$ cat src/hw/rtl/spline_tangent_clamp_assert.svh
// ----------------------------------------------------------------------------
// spline_tangent_clamp assertion macros
// Shorthand for clocked implication checks, disabled while in reset.
// ----------------------------------------------------------------------------
`ifndef SPLINE_TANGENT_CLAMP_ASSERT_SVH
`define SPLINE_TANGENT_CLAMP_ASSERT_SVH

// Same-cycle implication
`define STC_ASSERT_NOW(lbl, ante, cons, msg) \
  lbl: assert property (@(posedge clk) disable iff (!rst_n) (ante) |-> (cons)) \
    else $error(msg);

// Next-cycle implication
`define STC_ASSERT_NEXT(lbl, ante, cons, msg) \
  lbl: assert property (@(posedge clk) disable iff (!rst_n) (ante) |=> (cons)) \
    else $error(msg);

`endif

$ cat src/hw/rtl/stc_pkg.sv
// ----------------------------------------------------------------------------
// stc_pkg
// Shared types and defaults for the clamped spline tangent block.
// ----------------------------------------------------------------------------
package stc_pkg;

  // Default coordinate width (signed Q12.4)
  localparam int COORD_WIDTH_DEF = 16;

  // Operation of the shift-subtract unit
  typedef enum logic {
    STC_OP_SQRT,
    STC_OP_DIV
  } stc_op_t;

  // Command from the sequencer to the shift-subtract unit
  typedef struct packed {
    logic    start;
    stc_op_t op;
  } stc_cmd_t;

endpackage

$ cat src/hw/rtl/stc_shsub.sv
// ----------------------------------------------------------------------------
// stc_shsub
// Shared shift-subtract unit: floor square root or restoring division,
// one result bit per cycle, COORD_WIDTH+1 result bits.
// ----------------------------------------------------------------------------
module stc_shsub #(
  parameter int COORD_WIDTH = stc_pkg::COORD_WIDTH_DEF
) (
  input  logic                       clk,
  input  logic                       rst_n,
  input  stc_pkg::stc_cmd_t          cmd,
  input  logic [2*COORD_WIDTH+1:0]   src,
  input  logic [COORD_WIDTH+1:0]     divisor,
  output logic                       done,
  output logic [COORD_WIDTH:0]       result
);
  import stc_pkg::*;

  localparam int SW  = 2 * COORD_WIDTH + 2;  // operand width
  localparam int RW  = COORD_WIDTH + 1;      // result width, also step count
  localparam int DNW = COORD_WIDTH + 2;      // divisor width
  localparam int UW  = COORD_WIDTH + 5;      // partial remainder working width
  localparam int CW  = $clog2(RW + 1);

  logic [SW-1:0]  src_r,  src_nxt;
  logic [UW-1:0]  rem_r,  rem_nxt;
  logic [RW-1:0]  acc_r,  acc_nxt;
  logic [DNW-1:0] div_r;
  logic [CW-1:0]  cnt_r;
  stc_op_t        op_r;
  logic           busy_r;
  logic           done_r;

  logic [UW-1:0]  shifted;
  logic [UW-1:0]  trial;
  logic [UW:0]    diff;
  logic           fits;

  // Bring in the next operand bits and form the trial subtrahend
  always_comb begin
    unique case (op_r)
      STC_OP_SQRT: begin
        shifted = {rem_r[UW-3:0], src_r[SW-1 -: 2]};
        trial   = {{(UW-RW-2){1'b0}}, acc_r, 2'b01};
        src_nxt = {src_r[SW-3:0], 2'b00};
      end
      STC_OP_DIV: begin
        shifted = {rem_r[UW-2:0], src_r[SW-1]};
        trial   = {{(UW-DNW){1'b0}}, div_r};
        src_nxt = {src_r[SW-2:0], 1'b0};
      end
      default: begin
        shifted = '0;
        trial   = '0;
        src_nxt = src_r;
      end
    endcase
  end

  // One compare-and-subtract decides one result bit
  assign diff    = {1'b0, shifted} - {1'b0, trial};
  assign fits    = !diff[UW];
  assign rem_nxt = fits ? diff[UW-1:0] : shifted;
  assign acc_nxt = {acc_r[RW-2:0], fits};

  // Load on start, step while busy, flag the last step
  always_ff @(posedge clk) begin
    if (!rst_n) begin
      busy_r <= 1'b0;
      done_r <= 1'b0;
      cnt_r  <= '0;
    end else begin
      done_r <= !cmd.start && busy_r && (cnt_r == CW'(1));
      if (cmd.start) begin
        op_r   <= cmd.op;
        acc_r  <= '0;
        div_r  <= divisor;
        cnt_r  <= CW'(RW);
        busy_r <= 1'b1;
        if (cmd.op == STC_OP_SQRT) begin
          src_r <= src;
          rem_r <= '0;
        end else begin
          src_r <= {src[RW-1:0], {(SW-RW){1'b0}}};
          rem_r <= UW'(src[SW-1:RW]);
        end
      end else if (busy_r) begin
        src_r <= src_nxt;
        rem_r <= rem_nxt;
        acc_r <= acc_nxt;
        cnt_r <= cnt_r - CW'(1);
        if (cnt_r == CW'(1)) begin
          busy_r <= 1'b0;
        end
      end
    end
  end

  assign done   = done_r;
  assign result = acc_r;

endmodule

$ cat src/hw/rtl/spline_tangent_clamp.sv
// ----------------------------------------------------------------------------
// spline_tangent_clamp
// A tangent that needs no shortening does not use the shift-subtract unit;
//   shortening takes two roots and two divisions, one bit per cycle in the
//   shared shift-subtract unit, and the final point adds a zero tangent.
//   One point at a time: in_stall is high until the point's tangents
//   have been loaded into the output register.
// Reset: synchronous, active low; clears the curve history and all control.
// ----------------------------------------------------------------------------
module spline_tangent_clamp #(
  parameter int COORD_WIDTH = stc_pkg::COORD_WIDTH_DEF
) (
  input  logic                          clk,
  input  logic                          rst_n,
  input  logic                          in_valid,
  output logic                          in_stall,
  input  logic signed [COORD_WIDTH-1:0] in_point_x,
  input  logic signed [COORD_WIDTH-1:0] in_point_y,
  input  logic                          in_last_point,
  output logic                          out_valid,
  input  logic                          out_stall,
  output logic signed [COORD_WIDTH:0]   out_tangent_x,
  output logic signed [COORD_WIDTH:0]   out_tangent_y,
  output logic                          out_last_tangent
);
  import stc_pkg::*;

  localparam int W  = COORD_WIDTH;
  localparam int DW = W + 1;          // difference / tangent width
  localparam int PW = 2 * W + 2;      // square and sum-of-squares width
  localparam int NDIFF = 6;
  localparam logic [1:0] SEEN_FULL = 2'd2;

  typedef enum logic [3:0] {
    S_IDLE, S_SQR, S_MIN, S_CHK,
    S_RT_GO, S_RT_WAIT, S_RM_GO, S_RM_WAIT,
    S_MX, S_DX_GO, S_DX_WAIT, S_MY, S_DY_GO, S_DY_WAIT,
    S_OUT1, S_OUT2
  } state_t;

  state_t         state_r;
  logic [W-1:0]   prev_x_r, prev_y_r, old_x_r, old_y_r;
  logic [1:0]     seen_r;
  logic           last_r;
  logic           has_first_r;
  logic [DW-1:0]  diff_r [NDIFF];
  logic [2:0]     idx_r;
  logic [PW-1:0]  prod_r, t_sq_r, s0_r, s1_r, min_r;
  logic [DW-1:0]  root_t_r, s_min_r;
  logic [DW-1:0]  res_x_r, res_y_r;
  logic           out_valid_r;
  logic [DW-1:0]  out_x_r, out_y_r;
  logic           out_last_r;

  logic           in_beat;
  logic           out_free;
  logic           out_load;
  logic [2:0]     idx_sel;
  logic [DW-1:0]  mul_a, mul_b;
  logic [PW-1:0]  prod_w;
  stc_cmd_t       unit_cmd;
  logic [PW-1:0]  unit_src;
  logic           unit_done;
  logic [DW-1:0]  unit_res;

  // Magnitude of a two's complement difference (fits unsigned in DW bits)
  function automatic logic [DW-1:0] mag_of(input logic [DW-1:0] d);
    mag_of = d[DW-1] ? DW'(~d + DW'(1)) : d;
  endfunction

  // Give a quotient the sign of its tangent component
  function automatic logic [DW-1:0] sign_as(input logic [DW-1:0] d,
                                            input logic [DW-1:0] q);
    sign_as = d[DW-1] ? DW'(~q + DW'(1)) : q;
  endfunction

  assign in_stall = (state_r != S_IDLE);
  assign in_beat  = in_valid && !in_stall;
  assign out_free = !out_valid_r || !out_stall;

  // A new output beat enters the output register this cycle
  assign out_load = out_free &&
                    (((state_r == S_OUT1) && has_first_r) || (state_r == S_OUT2));

  // Shared multiplier: squares of the six differences, then |t| * sqrt(min)
  assign idx_sel = (idx_r < 3'(NDIFF)) ? idx_r : 3'd0;

  always_comb begin
    unique case (state_r)
      S_MX: begin
        mul_a = mag_of(diff_r[0]);
        mul_b = s_min_r;
      end
      S_MY: begin
        mul_a = mag_of(diff_r[1]);
        mul_b = s_min_r;
      end
      default: begin
        mul_a = mag_of(diff_r[idx_sel]);
        mul_b = mul_a;
      end
    endcase
  end

  assign prod_w = mul_a * mul_b;

  // Command the shift-subtract unit
  always_comb begin
    unit_cmd.start = (state_r == S_RT_GO) || (state_r == S_RM_GO) ||
                     (state_r == S_DX_GO) || (state_r == S_DY_GO);
    unit_cmd.op    = ((state_r == S_RT_GO) || (state_r == S_RM_GO)) ?
                     STC_OP_SQRT : STC_OP_DIV;
    unique case (state_r)
      S_RT_GO: unit_src = t_sq_r;
      S_RM_GO: unit_src = min_r;
      default: unit_src = prod_r;
    endcase
  end

  stc_shsub #(
    .COORD_WIDTH (COORD_WIDTH)
  ) u_shsub (
    .clk     (clk),
    .rst_n   (rst_n),
    .cmd     (unit_cmd),
    .src     (unit_src),
    .divisor ({root_t_r, 1'b0}),
    .done    (unit_done),
    .result  (unit_res)
  );

  // Sequencer, curve history and output register
  always_ff @(posedge clk) begin
    if (!rst_n) begin
      state_r     <= S_IDLE;
      seen_r      <= '0;
      prev_x_r    <= '0;
      prev_y_r    <= '0;
      old_x_r     <= '0;
      old_y_r     <= '0;
      out_valid_r <= 1'b0;
      idx_r       <= '0;
      last_r      <= 1'b0;
      has_first_r <= 1'b0;
    end else begin
      // drop the output beat once taken, unless a new one loads
      if (out_valid_r && !out_stall && !out_load) begin
        out_valid_r <= 1'b0;
      end

      unique case (state_r)
        S_IDLE: begin
          if (in_valid) begin
            diff_r[0]   <= {in_point_x[W-1], in_point_x} - {old_x_r[W-1], old_x_r};
            diff_r[1]   <= {in_point_y[W-1], in_point_y} - {old_y_r[W-1], old_y_r};
            diff_r[2]   <= {prev_x_r[W-1], prev_x_r} - {old_x_r[W-1], old_x_r};
            diff_r[3]   <= {prev_y_r[W-1], prev_y_r} - {old_y_r[W-1], old_y_r};
            diff_r[4]   <= {in_point_x[W-1], in_point_x} - {prev_x_r[W-1], prev_x_r};
            diff_r[5]   <= {in_point_y[W-1], in_point_y} - {prev_y_r[W-1], prev_y_r};
            has_first_r <= (seen_r != 2'd0);
            last_r      <= in_last_point;
            res_x_r     <= '0;
            res_y_r     <= '0;
            idx_r       <= '0;
            if (in_last_point) begin
              prev_x_r <= '0;
              prev_y_r <= '0;
              old_x_r  <= '0;
              old_y_r  <= '0;
              seen_r   <= '0;
            end else begin
              old_x_r  <= prev_x_r;
              old_y_r  <= prev_y_r;
              prev_x_r <= in_point_x;
              prev_y_r <= in_point_y;
              seen_r   <= (seen_r == SEEN_FULL) ? SEEN_FULL : seen_r + 2'd1;
            end
            state_r <= (seen_r == SEEN_FULL) ? S_SQR : S_OUT1;
          end
        end

        // square one difference per cycle, accumulate the previous square
        S_SQR: begin
          prod_r <= prod_w;
          idx_r  <= idx_r + 3'd1;
          unique case (idx_r)
            3'd1:    t_sq_r <= prod_r;
            3'd2:    t_sq_r <= t_sq_r + prod_r;
            3'd3:    s0_r   <= prod_r;
            3'd4:    s0_r   <= s0_r + prod_r;
            3'd5:    s1_r   <= prod_r;
            3'd6: begin
              s1_r    <= s1_r + prod_r;
              state_r <= S_MIN;
            end
            default: ;
          endcase
        end

        S_MIN: begin
          min_r   <= (s0_r <= s1_r) ? s0_r : s1_r;
          state_r <= S_CHK;
        end

        // keep the tangent as is when 4*|t|^2 <= min segment length squared
        S_CHK: begin
          if ({t_sq_r, 2'b00} <= {2'b00, min_r}) begin
            res_x_r <= diff_r[0];
            res_y_r <= diff_r[1];
            state_r <= S_OUT1;
          end else begin
            state_r <= S_RT_GO;
          end
        end

        S_RT_GO: state_r <= S_RT_WAIT;

        S_RT_WAIT: begin
          if (unit_done) begin
            root_t_r <= unit_res;
            state_r  <= S_RM_GO;
          end
        end

        S_RM_GO: state_r <= S_RM_WAIT;

        S_RM_WAIT: begin
          if (unit_done) begin
            s_min_r <= unit_res;
            state_r <= S_MX;
          end
        end

        S_MX: begin
          prod_r  <= prod_w;
          state_r <= S_DX_GO;
        end

        S_DX_GO: state_r <= S_DX_WAIT;

        S_DX_WAIT: begin
          if (unit_done) begin
            res_x_r <= sign_as(diff_r[0], unit_res);
            state_r <= S_MY;
          end
        end

        S_MY: begin
          prod_r  <= prod_w;
          state_r <= S_DY_GO;
        end

        S_DY_GO: state_r <= S_DY_WAIT;

        S_DY_WAIT: begin
          if (unit_done) begin
            res_y_r <= sign_as(diff_r[1], unit_res);
            state_r <= S_OUT1;
          end
        end

        // tangent of the point before this one, if there is one
        S_OUT1: begin
          if (!has_first_r) begin
            state_r <= last_r ? S_OUT2 : S_IDLE;
          end else if (out_free) begin
            out_valid_r <= 1'b1;
            out_x_r     <= res_x_r;
            out_y_r     <= res_y_r;
            out_last_r  <= 1'b0;
            state_r     <= last_r ? S_OUT2 : S_IDLE;
          end
        end

        // zero tangent of the final point
        S_OUT2: begin
          if (out_free) begin
            out_valid_r <= 1'b1;
            out_x_r     <= '0;
            out_y_r     <= '0;
            out_last_r  <= 1'b1;
            state_r     <= S_IDLE;
          end
        end

        default: state_r <= S_IDLE;
      endcase
    end
  end

  assign out_valid        = out_valid_r;
  assign out_tangent_x    = out_x_r;
  assign out_tangent_y    = out_y_r;
  assign out_last_tangent = out_last_r;

  `include "spline_tangent_clamp_assert.svh"

  `STC_ASSERT_NEXT(a_last_clears_history, in_beat && in_last_point, seen_r == 2'd0, "history not cleared after final point")
  `STC_ASSERT_NOW(a_seen_saturates, 1'b1, seen_r != 2'd3, "point count past saturation")
  `STC_ASSERT_NOW(a_done_while_waiting, unit_done, state_r == S_RT_WAIT || state_r == S_RM_WAIT || state_r == S_DX_WAIT || state_r == S_DY_WAIT, "unit finished outside a wait state")
  `STC_ASSERT_NEXT(a_final_beat_loaded, state_r == S_OUT2 && out_free, out_valid && out_last_tangent && state_r == S_IDLE, "final tangent beat not loaded")

endmodule

$ cat config.mk
export PLATFORM = sky130hd
export DESIGN_NAME = spline_tangent_clamp
export DESIGN_NICKNAME = d
export VERILOG_FILES = /design/src/hw/rtl/stc_pkg.sv /design/src/hw/rtl/stc_shsub.sv /design/src/hw/rtl/spline_tangent_clamp.sv
export VERILOG_INCLUDE_DIRS = /design/src /design/src/hw/rtl
export SDC_FILE = /design/constraint.sdc
export NUM_CORES = 2
export LEC_CHECK = 0
export BUFFER_PORTS_ARGS = -buffer_cell sky130_fd_sc_hd__buf_4
export CORE_MARGIN = 4
export CORE_UTILIZATION = 40
export CTS_CLUSTER_SIZE = 8
export DETAILED_ROUTE_END_ITERATION = 7
export PLACE_DENSITY_LB_ADDON = 0.15
export SYNTH_ARGS = -nofsm -noshare
export SYNTH_HDL_FRONTEND = slang
export SYNTH_HIERARCHICAL = 1
export SYNTH_SLANG_ARGS = --single-unit
$ cat constraint.sdc
create_clock -name clk -period 23.6 [get_ports clk]
set_input_delay 4.72 -clock clk [delete_from_list [all_inputs] [get_ports clk]]
set_output_delay 4.72 -clock clk [all_outputs]
set_load 0.05 [all_outputs]
======== Word-level counts from Yosys, hierarchy flattened ========
Memories as Yosys holds them, arrays and structs flattened.
Index checks and enable logic that the tools add are counted.
Widths: inputs -> output; s select.
cells by class
  shift operators ......................... 0
  $mul .................................... 1
  reductions and logical operators ........ 45
  bitwise operators ....................... 6
  equality and inequality tests ........... 34
  magnitude comparators ................... 3
  multiplexer cells ....................... 77
  div/mod/pow operators ................... 0
  add/sub/neg operators ................... 17
operators with widths
  operator               number
  $pmux 34 s2            5
  $mux 17                18
  $mux 34                4
  $add 34x34->34         3
  $pmux 17 s2            3
  $pmux 17 s3            2
  $sub 16x16->17         6
  $pmux 21 s2            2
  $add 17x1->17 const B  4
  $not 17->17            4
  $mux 16                4
  $pmux 4 s16            1
  $mux 20                3
  $mux 4                 12
  $le 36x34->1           1
  $le 34x34->1           1
  $mul 17x17->34         1
  $eq 4x4->1 const B     8
  $sub 21x21->22         1
  $eq 4x3->1 const B     4
  $reduce_and 3->1       5
  $reduce_and 5->1       3
  $mux 1                 14
  $reduce_bool 2->1      7
  30 further kinds       67
storage, ports and cells
  logic and storage cells ................. 215
  memories kept ........................... 1
  bits in read-only memories .............. 0
  register bits ........................... 445
  bits of input ports ..................... 37
  bits in latches ......................... 0
  bits in writable memories ............... 102
memories
  memory  words  bits a word  read ports  clocked after Yosys merged registers in  wr ports  line                        text
  diff_r  6      17           3           0                                        6         spline_tangent_clamp.sv:46  logic [DW-1:0] diff_r [NDIFF];

======== Longest topological paths before layout ========
  depth in word-level cells ............... 10
  gate-level depth with buffers ........... 38
  gate-level depth less buffers ........... 35

======== By module ========
The synthesis kept the hierarchy.
modules (own cells, without submodules)
  module                cells each  instances  area an instance (µm²)  seq. area each (µm²)
  spline_tangent_clamp  4317        1          40167.3                 12782.3
  stc_shsub             523         1          5816.8                  2842.7

======== Worst setup path after synthesis ========
OpenSTA, ideal clock, no wires.
  path type ............................... input -> register
  start ................................... input port rst_n
  end ..................................... memory diff_r[0][0] in the netlist's numbering, enable pin
  path buffers ............................ 2
  data arrival time ....................... 9.527 ns
  setup time .............................. 0.564 ns
  setup slack ............................. 13.509 ns
  cell stages on the path ................. 4
  path through ............................ clkinv_1 -> clkbuf_1 -> clkbuf_1 -> nor2_1
RTL lines
  what         line                        text
  from (decl)  spline_tangent_clamp.sv:14  input logic rst_n,
  to (decl)    spline_tangent_clamp.sv:46

======== Worst setup path in the final report ========
  start ................................... register idx_r[0]
  end ..................................... register prod_r[31] (data pin)
between the ends
  word-level cells in the longest chain between the ends .. 8
  elaborated cells on any way between the ends .. 9
ends and longest elaborated chain
  what                                    line                         text
  from (decl)                             spline_tangent_clamp.sv:47   logic [2:0] idx_r;
  from (signal assigned)                  spline_tangent_clamp.sv:185  idx_r <= idx_r + 3'd1;
  $lt 3x3->1                              spline_tangent_clamp.sv:86   assign idx_sel = (idx_r < 3'(NDIFF)) ? idx_r : 3'd0;
  $mux 3 *                                spline_tangent_clamp.sv:86
  $mem_v2 6x17 *                          --
  $not 17->17                             spline_tangent_clamp.sv:68   mag_of = d[DW-1] ? DW'(~d + DW'(1)) : d;
  $add 17x1->17                           spline_tangent_clamp.sv:68
  $mux 17 *                               spline_tangent_clamp.sv:68
  $pmux 17 s2 or $mux 17 (tied branches)  spline_tangent_clamp.sv:89   unique case (state_r)
  $mul 17x17->34 *                        spline_tangent_clamp.sv:105  assign prod_w = mul_a * mul_b;
  net prod_w[31]                          spline_tangent_clamp.sv:60   logic [PW-1:0] prod_w;
  to (signal assigned)                    spline_tangent_clamp.sv:184  prod_r <= prod_w;
  to (signal assigned)                    spline_tangent_clamp.sv:235  prod_r <= prod_w;
  to (signal assigned)                    spline_tangent_clamp.sv:249  prod_r <= prod_w;
  to (decl)                               spline_tangent_clamp.sv:48   logic [PW-1:0] prod_r, t_sq_r, s0_r, s1_r, min_r;
Mark *: on every way through the listed nets, which the timed path passes. The rest lies on a longest branch.
A chain may end at the register's enable or synchronous reset.

==> flow_metrics.tcl <==
set metrics [dict create \
    synth-simple-area-share_pct 14.8 \
    tightest_slew_ps 1170 \
    gp_congestion 0.926 \
    grt_pass1_vias 34900 \
    critical_path_class "flip-flop to flip-flop" \
    hold_depth 0 \
    synthMuxAreaShare_pct 4.93 \
    critPathTopFamily "adder cells" \
    ys_seq_area_share_pct 34.0 \
    drt-total-wl_um 134000 \
    utilization_pct 44.3 \
    grt_max_degree 99 \
    dieArea_um2 120000 \
    arrival_ps 10290 \
    setup_viol 0 \
    drc 0 \
    syn_area_um2 46000 \
    crit_fanout 44 \
    synth-xor-area-share_pct 4.88 \
    hold_start "root_t_r[14]" \
    num_rows 124 \
    clkSlewWorstSetupHoldPaths_ps 50 \
    critPathCaptureType "flip-flop" \
    ff2ff_path_depth 32 \
    yosys.area_share.adder_pct 21.1 \
    crit_end "prod_r[31]" \
    die_height_um 347 \
    avgSynthCellArea_um2 9.50 \
    io_buffers 73 \
    yosysWarnings 6 \
    final_common_cell "nand2_1" \
    dr.pass1.iters 5 \
    num_antenna_cells 0 \
    finalHoldViolCount 0 \
    clock-root-buffer "clkbuf_16" \
    insertion_delay_ps 670 \
    grt_pass1_wl_um 208000 \
    path_buf_inv 7 \
    initial_core_util_pct 40.3 \
    fin_crit_sh_pct 42.0 \
    viasPerCell 5.41 \
    fmax_mhz 101 \
    clock-sinks 548 \
    yosys-top-cells-area "edfxtp_1 (30%), ha_1 (11%), fa_1 (10%)" \
    vias 34800 \
    synth_top_area_share_pct 30.4 \
    synth_seq_cells 548 \
    fin_skew_ps 34.2 \
    synth_edf_count 465 \
    final_cell_area_um2 50600 \
    drive_gt1_share_pct 7.46 \
    async_reset_ff_share_pct 0 \
    place_ws_ps 13820 \
    outcome "finished, final reports clean" \
    r2r_slack_ps 13700 \
    cts_made_buffers 80 \
    ctsHoldBuffers 0 \
    die_w_um 347 \
    slew-limit-headroom_pct 21.4 \
    syn_inst 4840 \
    hpwl_um 101000 \
    cts_tree "done" \
    synth_ff_type "edfxtp_1" \
    slew_viol_final 0 \
    cp-startpoint "idx_r[0]" \
    antenna_found_initial 1 \
    multi_input_area_um2 27800 \
    cts.htree.levels 3 \
    cpPeakStageDelay_ps 1040 \
    cts_resized 0 \
    r2r_start "idx_r[0]" \
    placed_area_um2 48200 \
    seqCellArea_um2 15600 \
    worstPathRequired_ps 23990 \
    ant_nets 0 \
    overflow 0 \
    fill_cells 11100 \
    layout.nets 5543 \
    setup_slack_ps 13700 \
    rsz0062_at_grt "no" \
    tns_ps 0 \
    drt_iter0_drc 2286 \
    ys_types 89 \
    period_needed_ps 9900 \
    min_path_type "flip-flop to flip-flop" \
    routedWlPerCell_um 20.8 \
    core-area_um2 114000 \
    syn_to_final_growth_pct 10.0 \
    final_cell_mix "nand2_1 (538), inv_1 (516), edfxtp_1 (465), ha_1 (400), nor2_1 (299)" \
    grtUsageTotal_pct 22.0 \
    synth-compound-area-share_pct 14.4 \
    yosysTopAreaCell "edfxtp_1" \
    path_depth 32 \
    ioPinCount 74 \
    synth_top_family_by_area "adder cells" \
    cap_violations 0 \
    start_kind "flip-flop" \
    syn-num-nets 5511 \
    r2r-end "prod_r[31]" \
    clockBufferDepth 3 \
    postCtsSetupBuffers 0 \
    slowest_stage "dfxtp_2" \
]
==> flip-flops by register name, indices dropped and copies added (netlist names), 18 cells and up <==
signal and flops:
prod_r 34, t_sq_r 34, diff_r 102, u_shsub/src_r 34, s0_r 34, s1_r 34, u_shsub/rem_r 20, u_shsub/div_r 18
min_r 34
==> per-stage QoR <==
stage               std cells  hold slack (ps)
floorplan                4840              400
global route             6430              419
global placement         6302              401
detailed placement       6302              405
CTS                      6430              412
finish                   6430              408
==> cells by family (layout without fill, tap and decap cells) <==
| kind of cell | Yosys count | in the layout |
|---|---|---|
| AO/OA/AOI/OAI | 1061 | 1061 |
| AND/OR/NAND/NOR | 1437 | 1437 |
| buffers and inverters | 700 | 778 |
| XOR/XNOR | 256 | 256 |
| other | 1 | 1 |
| multiplexers | 203 | 203 |
| flip-flops | 548 | 548 |
| adder cells (fa/ha/maj) | 634 | 634 |
==> cells in the mapped netlist, types with 23 or more instances <==
library cell,n
mux2i_1,122
nand3_1,56
nor2b_1,95
nand2_1,542
buf_2,29
o31ai_1,29
a21oi_1,271
clkbuf_1,129
a21boi_0,25
nand4_1,30
and3_1,25
a211oi_1,39
o21a_1,55
edfxtp_1,465
xnor2_1,137
o21bai_1,24
fa_1,234
nor3_1,102
dfxtp_1,83
and2_1,106
nor2_1,303
o21ai_1,24
ha_1,400
a31oi_1,23
nor3b_1,41
inv_1,516
a21o_1,132
xor2_1,119
mux2_2,67
nand2b_1,38
o21ai_0,295
or3_1,30
==> how the worst min path moves through the flow <==
stage,slack (ps),end
after detailed placement,400,u_shsub/div_r[10]
after global placement,400,u_shsub/div_r[8]
after floorplan,400,u_shsub/div_r[10]
final,410,u_shsub/div_r[15]
after CTS,410,u_shsub/div_r[1]
after global routing,420,u_shsub/div_r[2]
==> cell type report <==
type	count	area share, %
multi-input cells	3592	54.9
flip-flops and latches	548	30.9
clock buffers	119	4.33
inverters	520	3.86
well taps	1512	3.74
repair buffers	130	1.93
clock inverters	9	0.329
==> worst register-to-register path: cells and delay by family, from the launching register on <==
family,cells,cell delay [ps]
adder cells (fa/ha/maj),8,3510
flip-flops,1,1040
buffers and inverters,7,610
AND/OR/NAND/NOR,4,760
multiplexers,1,610
AO/OA/AOI/OAI,10,2820
XOR/XNOR,2,290
==> layer usage <==
metal	vias up	routed length (um)	GRT usage (%)
met3	207	5350	2.48
li1	16900	-	-
met5	-	0	0
met4	0	4790	7.46
met2	792	65500	38.2
met1	16900	58100	28.5
Power is not shown: default switching activity piles up to over one toggle a cycle in this logic, so the estimate is an artifact.
